**src/alsq_pkg.sv**
```systemverilog
// shared types, constants and register codes for the automatic light switch qualifier
// no dependencies; imported by every module of the block

package alsq_pkg;

   // field widths
   localparam int LEVEL_W = 8;
   localparam int COUNT_W = 14;
   localparam int REQ_DATA_W = 16;
   localparam int RSP_DATA_W = 8;
   localparam int CSR_ADDR_W = 5;
   localparam int CSR_DATA_W = 32;

   // qualification run lengths and lock hold time, in sample ticks
   localparam logic [COUNT_W-1:0] ON_QUALIFY_SAMPLES = COUNT_W'(200);
   localparam logic [COUNT_W-1:0] OFF_QUALIFY_SAMPLES = COUNT_W'(300);
   localparam logic [COUNT_W-1:0] LOCK_HOLD_TICKS = COUNT_W'(10000);

   // register reset values
   localparam logic [LEVEL_W-1:0] PARK_ON_LEVEL_RST = 8'd180;
   localparam logic [LEVEL_W-1:0] PARK_OFF_LEVEL_RST = 8'd155;
   localparam logic [LEVEL_W-1:0] BEAM_ON_LEVEL_RST = 8'd230;
   localparam logic [LEVEL_W-1:0] BEAM_OFF_LEVEL_RST = 8'd160;
   localparam logic [LEVEL_W-1:0] PARK_ON_ABORT_RST = 8'd170;
   localparam logic [LEVEL_W-1:0] BEAM_ON_ABORT_RST = 8'd220;
   localparam logic [LEVEL_W-1:0] PARK_OFF_ABORT_RST = 8'd145;
   localparam logic [LEVEL_W-1:0] BEAM_OFF_ABORT_RST = 8'd150;

   // register index codes (byte address / 4)
   typedef enum logic [2:0] {
      REG_PARK_ON_LEVEL  = 3'd0,
      REG_PARK_OFF_LEVEL = 3'd1,
      REG_BEAM_ON_LEVEL  = 3'd2,
      REG_BEAM_OFF_LEVEL = 3'd3,
      REG_PARK_ON_ABORT  = 3'd4,
      REG_BEAM_ON_ABORT  = 3'd5,
      REG_PARK_OFF_ABORT = 3'd6,
      REG_BEAM_OFF_ABORT = 3'd7
   } reg_index_type;

   // sequencer phases
   typedef enum logic [2:0] {
      PH_IDLE     = 3'd0,
      PH_PARK_ON  = 3'd1,
      PH_BEAM_ON  = 3'd2,
      PH_PARK_OFF = 3'd3,
      PH_BEAM_OFF = 3'd4,
      PH_HOLD     = 3'd5
   } phase_type;

   typedef struct packed {
      logic [LEVEL_W-1:0] park_on_level;
      logic [LEVEL_W-1:0] park_off_level;
      logic [LEVEL_W-1:0] beam_on_level;
      logic [LEVEL_W-1:0] beam_off_level;
      logic [LEVEL_W-1:0] park_on_abort;
      logic [LEVEL_W-1:0] beam_on_abort;
      logic [LEVEL_W-1:0] park_off_abort;
      logic [LEVEL_W-1:0] beam_off_abort;
   } cfg_type;

   typedef struct packed {
      logic                park_button_pressed;
      logic                lock_pressed;
      logic                ignition_on;
      logic [LEVEL_W-1:0]  light_level;
   } sample_type;

   typedef struct packed {
      logic beam_light;
      logic park_light;
   } lights_type;

   typedef struct packed {
      phase_type           phase;
      logic [COUNT_W-1:0]  run_count;
   } status_type;

endpackage

```
**src/alsq_csr.sv**
```systemverilog
// configuration register bank for the light switch qualifier
// depends on alsq_pkg for the register codes and the config struct

module alsq_csr (
   input  logic                             clock,
   input  logic                             reset,
   input  logic                             csr_psel,
   input  logic                             csr_penable,
   input  logic                             csr_pwrite,
   input  logic [alsq_pkg::CSR_ADDR_W-1:0]  csr_paddr,
   input  logic [alsq_pkg::CSR_DATA_W-1:0]  csr_pwdata,
   output logic [alsq_pkg::CSR_DATA_W-1:0]  csr_prdata,
   output logic                             csr_pready,
   output alsq_pkg::cfg_type                cfg
);
   import alsq_pkg::*;

   cfg_type            cfg_ff;
   cfg_type            cfg_in;
   reg_index_type      index;
   logic               wr_en;
   logic [LEVEL_W-1:0] wr_byte;
   logic [LEVEL_W-1:0] rd_byte;

   assign csr_pready = 1'b1;
   assign index = reg_index_type'(csr_paddr[4:2]);
   assign wr_en = csr_psel && csr_penable && csr_pwrite && csr_pready;
   assign wr_byte = csr_pwdata[LEVEL_W-1:0];

   // write decode
   always_comb begin
      cfg_in = cfg_ff;
      if (wr_en) begin
         unique case (index)
            REG_PARK_ON_LEVEL:  cfg_in.park_on_level = wr_byte;
            REG_PARK_OFF_LEVEL: cfg_in.park_off_level = wr_byte;
            REG_BEAM_ON_LEVEL:  cfg_in.beam_on_level = wr_byte;
            REG_BEAM_OFF_LEVEL: cfg_in.beam_off_level = wr_byte;
            REG_PARK_ON_ABORT:  cfg_in.park_on_abort = wr_byte;
            REG_BEAM_ON_ABORT:  cfg_in.beam_on_abort = wr_byte;
            REG_PARK_OFF_ABORT: cfg_in.park_off_abort = wr_byte;
            REG_BEAM_OFF_ABORT: cfg_in.beam_off_abort = wr_byte;
            default:            cfg_in = cfg_ff;
         endcase
      end
   end

   // read decode
   always_comb begin
      unique case (index)
         REG_PARK_ON_LEVEL:  rd_byte = cfg_ff.park_on_level;
         REG_PARK_OFF_LEVEL: rd_byte = cfg_ff.park_off_level;
         REG_BEAM_ON_LEVEL:  rd_byte = cfg_ff.beam_on_level;
         REG_BEAM_OFF_LEVEL: rd_byte = cfg_ff.beam_off_level;
         REG_PARK_ON_ABORT:  rd_byte = cfg_ff.park_on_abort;
         REG_BEAM_ON_ABORT:  rd_byte = cfg_ff.beam_on_abort;
         REG_PARK_OFF_ABORT: rd_byte = cfg_ff.park_off_abort;
         REG_BEAM_OFF_ABORT: rd_byte = cfg_ff.beam_off_abort;
         default:            rd_byte = '0;
      endcase
   end

   assign csr_prdata = {{(CSR_DATA_W-LEVEL_W){1'b0}}, rd_byte};
   assign cfg = cfg_ff;

   // register bank
   always_ff @(posedge clock) begin
      if (reset) begin
         cfg_ff.park_on_level <= PARK_ON_LEVEL_RST;
         cfg_ff.park_off_level <= PARK_OFF_LEVEL_RST;
         cfg_ff.beam_on_level <= BEAM_ON_LEVEL_RST;
         cfg_ff.beam_off_level <= BEAM_OFF_LEVEL_RST;
         cfg_ff.park_on_abort <= PARK_ON_ABORT_RST;
         cfg_ff.beam_on_abort <= BEAM_ON_ABORT_RST;
         cfg_ff.park_off_abort <= PARK_OFF_ABORT_RST;
         cfg_ff.beam_off_abort <= BEAM_OFF_ABORT_RST;
      end else begin
         cfg_ff <= cfg_in;
      end
   end

endmodule

```
**src/alsq_core.sv**
```systemverilog
// qualification sequencer: phase, run counter and light state, one sample per step
// depends on alsq_pkg for the phase enum, structs and run lengths

module alsq_core (
   input  logic                  clock,
   input  logic                  reset,
   input  logic                  step,
   input  alsq_pkg::sample_type  sample,
   input  alsq_pkg::cfg_type     cfg,
   output alsq_pkg::lights_type  lights_next,
   output alsq_pkg::status_type  status
);
   import alsq_pkg::*;

   phase_type          phase_ff, phase_in;
   logic [COUNT_W-1:0] count_ff, count_in;
   logic               park_ff, park_in;
   logic               beam_ff, beam_in;
   phase_type          phase_cur;
   logic [COUNT_W-1:0] count_inc;
   logic [LEVEL_W-1:0] s;
   logic               ign;
   logic               btn;

   assign s = sample.light_level;
   assign ign = sample.ignition_on;
   assign btn = sample.park_button_pressed;
   assign count_inc = count_ff + COUNT_W'(1);

   // next phase, counter and lights for one sample
   always_comb begin
      phase_in = phase_ff;
      count_in = count_ff;
      park_in = park_ff;
      beam_in = beam_ff;

      // ignition off drops any qualification run
      phase_cur = phase_ff;
      if (!ign && (phase_ff == PH_PARK_ON || phase_ff == PH_BEAM_ON ||
                   phase_ff == PH_PARK_OFF || phase_ff == PH_BEAM_OFF)) begin
         phase_cur = PH_IDLE;
      end

      unique case (phase_cur)
         PH_PARK_ON, PH_BEAM_ON: begin
            if (s < ((phase_cur == PH_PARK_ON) ? cfg.park_on_abort : cfg.beam_on_abort)) begin
               phase_in = PH_IDLE;
               count_in = '0;
            end else if (count_inc >= ON_QUALIFY_SAMPLES) begin
               if (s > cfg.beam_on_level) beam_in = 1'b1;
               if (phase_cur == PH_PARK_ON && s > cfg.park_on_level) park_in = 1'b1;
               phase_in = PH_IDLE;
               count_in = '0;
            end else begin
               count_in = count_inc;
            end
         end
         PH_PARK_OFF, PH_BEAM_OFF: begin
            if (s > ((phase_cur == PH_PARK_OFF) ? cfg.park_off_abort : cfg.beam_off_abort)) begin
               phase_in = PH_IDLE;
               count_in = '0;
            end else if (count_inc >= OFF_QUALIFY_SAMPLES) begin
               if (phase_cur == PH_PARK_OFF) begin
                  if (s < cfg.park_off_level) park_in = 1'b0;
               end else begin
                  if (s < cfg.beam_off_level) beam_in = 1'b0;
               end
               phase_in = PH_IDLE;
               count_in = '0;
            end else begin
               count_in = count_inc;
            end
         end
         PH_HOLD: begin
            // hold ends on ignition or timeout, then the button decides
            if (ign || count_inc >= LOCK_HOLD_TICKS) begin
               park_in = btn;
               beam_in = 1'b0;
               phase_in = PH_IDLE;
               count_in = '0;
            end else begin
               count_in = count_inc;
            end
         end
         default: begin
            // idle, and any unused code
            phase_in = PH_IDLE;
            count_in = '0;
            if (ign) begin
               if (s > cfg.park_on_level && !park_ff) phase_in = PH_PARK_ON;
               else if (s > cfg.beam_on_level && !beam_ff) phase_in = PH_BEAM_ON;
               else if (s < cfg.park_off_level && park_ff) phase_in = PH_PARK_OFF;
               else if (s < cfg.beam_off_level && beam_ff) phase_in = PH_BEAM_OFF;
            end else if (sample.lock_pressed && s > cfg.park_on_level) begin
               park_in = 1'b1;
               beam_in = 1'b1;
               phase_in = PH_HOLD;
            end else if (btn) begin
               park_in = 1'b1;
            end else begin
               park_in = 1'b0;
               beam_in = 1'b0;
            end
         end
      endcase
   end

   assign lights_next.park_light = park_in;
   assign lights_next.beam_light = beam_in;
   assign status.phase = phase_ff;
   assign status.run_count = count_ff;

   // state registers, updated once per stepped sample
   always_ff @(posedge clock) begin
      if (reset) begin
         phase_ff <= PH_IDLE;
         count_ff <= '0;
         park_ff <= 1'b0;
         beam_ff <= 1'b0;
      end else if (step) begin
         phase_ff <= phase_in;
         count_ff <= count_in;
         park_ff <= park_in;
         beam_ff <= beam_in;
      end
   end

endmodule

```
**src/auto_light_switch_qualifier.sv**
```systemverilog
// automatic light switch qualifier, top level: input stage, sequencer, result register
// a sample beat is registered in the input stage, then its result beat in the result register
// throughput: one sample beat per cycle while the result channel does not stall
// reset: synchronous, clears the valid flags of both stages, the sequencer (idle, lights off, count zero)
// and loads the register bank with its default levels
// depends on alsq_pkg, alsq_csr and alsq_core

module auto_light_switch_qualifier (
   input  logic                             clock,
   input  logic                             reset,
   // sample channel; tdata: light_level[7:0], ignition_on, lock_pressed,
   // park_button_pressed, zero fill
   input  logic                             req_tvalid,
   output logic                             req_tready,
   input  logic [alsq_pkg::REQ_DATA_W-1:0]  req_tdata,
   // result channel; tdata: park_light, beam_light, zero fill
   output logic                             rsp_tvalid,
   input  logic                             rsp_tready,
   output logic [alsq_pkg::RSP_DATA_W-1:0]  rsp_tdata,
   // register port
   input  logic                             csr_psel,
   input  logic                             csr_penable,
   input  logic                             csr_pwrite,
   input  logic [alsq_pkg::CSR_ADDR_W-1:0]  csr_paddr,
   input  logic [alsq_pkg::CSR_DATA_W-1:0]  csr_pwdata,
   output logic [alsq_pkg::CSR_DATA_W-1:0]  csr_prdata,
   output logic                             csr_pready
);
   import alsq_pkg::*;

   cfg_type     cfg;
   sample_type  s1_sample_ff, s1_sample_in;
   logic        s1_valid_ff, s1_valid_in;
   logic        rsp_valid_ff, rsp_valid_in;
   lights_type  rsp_lights_ff, rsp_lights_in;
   lights_type  lights_next;
   status_type  status;
   logic        req_fire;
   logic        step;

   alsq_csr u_csr (
      .clock       (clock),
      .reset       (reset),
      .csr_psel    (csr_psel),
      .csr_penable (csr_penable),
      .csr_pwrite  (csr_pwrite),
      .csr_paddr   (csr_paddr),
      .csr_pwdata  (csr_pwdata),
      .csr_prdata  (csr_prdata),
      .csr_pready  (csr_pready),
      .cfg         (cfg)
   );

   alsq_core u_core (
      .clock       (clock),
      .reset       (reset),
      .step        (step),
      .sample      (s1_sample_ff),
      .cfg         (cfg),
      .lights_next (lights_next),
      .status      (status)
   );

   // handshake: the sample stage moves on whenever the result register is free or its beat is being taken
   assign step = s1_valid_ff && (!rsp_valid_ff || rsp_tready);
   assign req_tready = !s1_valid_ff || step;
   assign req_fire = req_tvalid && req_tready;

   always_comb begin
      s1_valid_in = s1_valid_ff;
      s1_sample_in = s1_sample_ff;
      if (req_fire) begin
         s1_valid_in = 1'b1;
         s1_sample_in = sample_type'(req_tdata[10:0]);
      end else if (step) begin
         s1_valid_in = 1'b0;
      end

      rsp_valid_in = rsp_valid_ff;
      rsp_lights_in = rsp_lights_ff;
      if (step) begin
         rsp_valid_in = 1'b1;
         rsp_lights_in = lights_next;
      end else if (rsp_tready) begin
         rsp_valid_in = 1'b0;
      end
   end

   // stage registers
   always_ff @(posedge clock) begin
      if (reset) begin
         s1_valid_ff <= 1'b0;
         rsp_valid_ff <= 1'b0;
      end else begin
         s1_valid_ff <= s1_valid_in;
         rsp_valid_ff <= rsp_valid_in;
      end
      s1_sample_ff <= s1_sample_in;
      rsp_lights_ff <= rsp_lights_in;
   end

   assign rsp_tvalid = rsp_valid_ff;
   assign rsp_tdata = {{(RSP_DATA_W-2){1'b0}}, rsp_lights_ff.beam_light,
                       rsp_lights_ff.park_light};

   // the run counter is zero whenever the sequencer rests in idle
   a_idle_count_zero: assert property (@(posedge clock) disable iff (reset)
      status.phase == PH_IDLE |-> status.run_count == '0)
      else $error("run counter nonzero in idle");

   // a switch-on run never holds a count at or past its qualify length
   a_on_run_bound: assert property (@(posedge clock) disable iff (reset)
      (status.phase == PH_PARK_ON || status.phase == PH_BEAM_ON)
      |-> status.run_count < ON_QUALIFY_SAMPLES)
      else $error("switch-on run overran its qualify length");

   // a switch-off run never holds a count at or past its qualify length
   a_off_run_bound: assert property (@(posedge clock) disable iff (reset)
      (status.phase == PH_PARK_OFF || status.phase == PH_BEAM_OFF)
      |-> status.run_count < OFF_QUALIFY_SAMPLES)
      else $error("switch-off run overran its qualify length");

   // the lock hold never outlasts its hold time
   a_hold_bound: assert property (@(posedge clock) disable iff (reset)
      status.phase == PH_HOLD |-> status.run_count < LOCK_HOLD_TICKS)
      else $error("lock hold overran its hold time");

   // a stepped sample always leaves a result beat behind
   a_step_result: assert property (@(posedge clock) disable iff (reset)
      step |=> rsp_valid_ff)
      else $error("stepped sample produced no result beat");

endmodule
```
**config.mk**
```make
export PLATFORM = sky130hd
export DESIGN_NAME = auto_light_switch_qualifier
export DESIGN_NICKNAME = d
export VERILOG_FILES = /design/src/alsq_pkg.sv /design/src/alsq_csr.sv /design/src/alsq_core.sv /design/src/auto_light_switch_qualifier.sv
export SDC_FILE = /design/constraint.sdc
export NUM_CORES = 1
export LEC_CHECK = 0
export BUFFER_PORTS_ARGS = -buffer_cell sky130_fd_sc_hd__buf_2
export CELL_PAD_IN_SITES_DETAIL_PLACEMENT = 0
export CELL_PAD_IN_SITES_GLOBAL_PLACEMENT = 1
export CORE_MARGIN = 10
export CORE_UTILIZATION = 30
export DETAILED_ROUTE_END_ITERATION = 12
export PLACE_DENSITY_LB_ADDON = 0.05
export SYNTH_ARGS = -nofsm -noshare
export SYNTH_HDL_FRONTEND = slang
export SYNTH_SLANG_ARGS = --single-unit
```
**constraint.sdc**
```tcl
create_clock -name clock -period 7.7 [get_ports clock]
set_input_delay 0.385 -clock clock [delete_from_list [all_inputs] [get_ports clock]]
set_output_delay 0.385 -clock clock [all_outputs]
set_load 0.02 [all_outputs]
```
==> impl_metrics.tcl <==
set metrics [dict create \
    status "completed" \
    drc 0 \
    grt_max_degree 41 \
    area_growth_pct 9.22 \
    worst_slew_pin_slew_ns 1.20 \
    drt-vias-per-instance 5.18 \
    grt_usage_pct 14.4 \
    worstHoldPathType "in -> reg" \
    powerDensity_nw_per_um2 170 \
    slew_viol_final 0 \
    drive_gt1_share_pct 9.79 \
    crit_chain "inv_1 > nor2_1 > nand3_1 > mux2i_1 > ha_1 > nand3_1 > nor3_1 > a31oi_1 > o31ai_1 > a32o_1 > a41o_1 > nor2_2 > mux2i_1" \
    fin_setup_tns_ns 0 \
    worst_slack_ns 3.65 \
    grt_pass1_wl_mm 31.7 \
    port_buffers 40 \
    row_count 53 \
    clk_pin_slew_ns 0.07 \
    synth-seq-cells 98 \
    worstPathArrival_ns 4.33 \
    ant_nets 0 \
    crit_end "u_core.phase_ff[2]" \
    core_um2 21000 \
    ctsRootBufferMaster "clkbuf_16" \
    synthCells 763 \
    cpMaxStageDelayCell "edfxtp_1" \
    rsz0062_at_grt "no" \
    initial_core_util_pct 30.4 \
    required_ns 7.98 \
    nFillCells 2282 \
    antennaDiodeCount 0 \
    dpl_worst_slack_ns 3.59 \
    overflow 0 \
    syn_avg_cell_area_um2 8.34 \
    dieArea_um2 27400 \
    synth_seq_area_share_pct 32.9 \
    cts.repair.resized 0 \
    die_h_um 166 \
    ys.flop_type "dfxtp_1" \
    max_stage_delay_ns 0.57 \
    htree_levels 3 \
    crit_type "reg -> reg" \
    p_leak_nw 2.76 \
    final_cell_mix "dfxtp_1 (85), nor2_1 (84), nand2_1 (80), mux2i_1 (66)" \
    final_nets 877 \
    r2r.worst_path.cells 13 \
    cts_tree "built" \
    fin_crit_sh_pct 52.6 \
    ir_drop_uv 86.5 \
    r2r_start "s1_sample_ff[8]" \
    io_pins 103 \
    grt_pass1_vias 5417 \
    r2r_end "u_core.phase_ff[2]" \
    cts_buffers 9 \
    first_iter_violations 240 \
    antenna_found_initial 0 \
    first_pass_iters 4 \
    startpoint "s1_sample_ff[8]" \
    wirelength_mm 20.1 \
    fin_skew_ns 0.00699 \
    cp-start-kind "flop" \
    regToRegSetupSlack_ns 3.65 \
    cap_violations 0 \
    ys_warn_count 0 \
    vias 5446 \
    async_reset_ff_share_pct 0 \
    cts_buffer_depth 2 \
    postCtsHoldBufs 0 \
    worstSetupEndpointType "flop" \
    path_max_fanout 12 \
    synth.distinct_cells 68 \
    place_hpwl_mm 14.9 \
    cts_setup_buffers 0 \
    fp.dieW_um 166 \
    fmax_ghz 0.247 \
    insertion_delay_ns 0.36 \
    cts.sinks 98 \
    layout_commonest_cell "dfxtp_1" \
    setup_violations 0 \
    synth_area_um2 6360 \
    max_slew_margin_pct 19.7 \
    finalHoldViolations 0 \
    wl_per_cell_um 19.1 \
    fin_crit_ns 4.05 \
    gp_congestion 0.786 \
    synth-edff-count 13 \
]
-- report_power, final --
part | internal, W | leakage [nW] | switching [W]
Sequential | 0.000528 | 0.814 | 0.0000139
Clock | 0.000281 | 0.150 | 0.000211
Combinational | 0.0000482 | 1.80 | 0.000102
Total | 0.000857 | 2.76 | 0.000327
-- worst min path at each step --
stage	end	cells past startpoint	from
3_5_place_dp	u_csr.cfg[54]	2	u_csr.cfg[54]
2_1_floorplan	u_csr.cfg[8]	2	u_csr.cfg[8]
3_3_place_gp	u_csr.cfg[33]	2	u_csr.cfg[33]
6_report	s1_sample_ff[8]	1	req_tdata[8]
4_1_cts	s1_sample_ff[8]	1	req_tdata[8]
5_1_grt	s1_sample_ff[4]	1	req_tdata[4]
-- metrics by stage --
step / hold WS, ns / instance area (µm²) / instances / total power, W / utilization, %
finish: 0.207 / 6950 / 1051 / 0.00118 / 33.2
CTS: 0.194 / 6950 / 1051 / 0.00120 / 33.2
global placement: 0.475 / 6640 / 1035 / 0.000703 / 31.7
floorplan: 0.455 / 6470 / 792 / 0.000665 / -
global route: 0.194 / 6950 / 1051 / 0.00124 / 33.2
detailed placement: 0.482 / 6640 / 1035 / 0.000704 / 31.7
-- cells by family (layout without fill, tap and decap cells) --
logic type	count (synthesis)	in the layout	share of synthesized area, %
AND/OR/NAND/NOR	254	254	18.5
AO/OA/AOI/OAI	159	159	16.4
other	2	31	0.118
XOR/XNOR	9	9	1.24
flip-flops	98	98	32.9
buffers and inverters	123	107	9.40
adder cells (fa/ha/maj)	46	46	9.05
multiplexers	72	72	12.3
-- sequential cells by signal (all words and copies together) (netlist names) --
signal           flops
s1_valid_ff          1
u_core.beam_ff       1
u_core.count_ff     14
rsp_tdata            2
rsp_tvalid           1
u_csr.cfg           64
s1_sample_ff        11
u_core.phase_ff      3
u_core.park_ff       1
-- cell type report --
cell class	instances	area (µm²)	share of cell area, %
Multi-Input combinational cell	571	3800	54.6
Sequential cell	98	2090	30.1
Tap cell	275	344	4.95
Timing Repair Buffer	44	230	3.31
Clock buffer	9	225	3.24
Inverter	47	176	2.54
Clock inverter	7	83.8	1.21
-- worst max-delay path: cells and delay by family, from the launching register on --
family	cells	cell delay, ns
simple gates	5	1.15
compound gates	4	0.96
mux	2	0.71
buf+inv	1	0.26
fa+ha+maj	1	0.31
flops	1	0.57
-- synth_stat cells (7+ instances only) --
cell type | number | area (µm²)
a21oi_1 | 43 | 215
a31oi_1 | 9 | 56.3
buf_2 | 7 | 35.0
buf_4 | 32 | 240
clkbuf_1 | 33 | 124
dfxtp_1 | 85 | 1700
edfxtp_1 | 13 | 390
ha_1 | 46 | 576
inv_1 | 47 | 176
mux2i_1 | 66 | 661
nand2_1 | 80 | 300
nand3_1 | 17 | 85.1
nand4_1 | 10 | 62.6
nor2_1 | 84 | 315
nor2b_1 | 7 | 43.8
nor3_1 | 19 | 95.1
o211ai_1 | 23 | 173
o21ai_0 | 29 | 145
o22ai_1 | 8 | 50.1
-- per-layer routing --
layer	global-route usage (%)	wire, µm
met2	24.3	9740
met5	0	0
met1	18.0	9310
met3	2.67	643
met4	5.28	425
(Power assumes the default switching activity.)
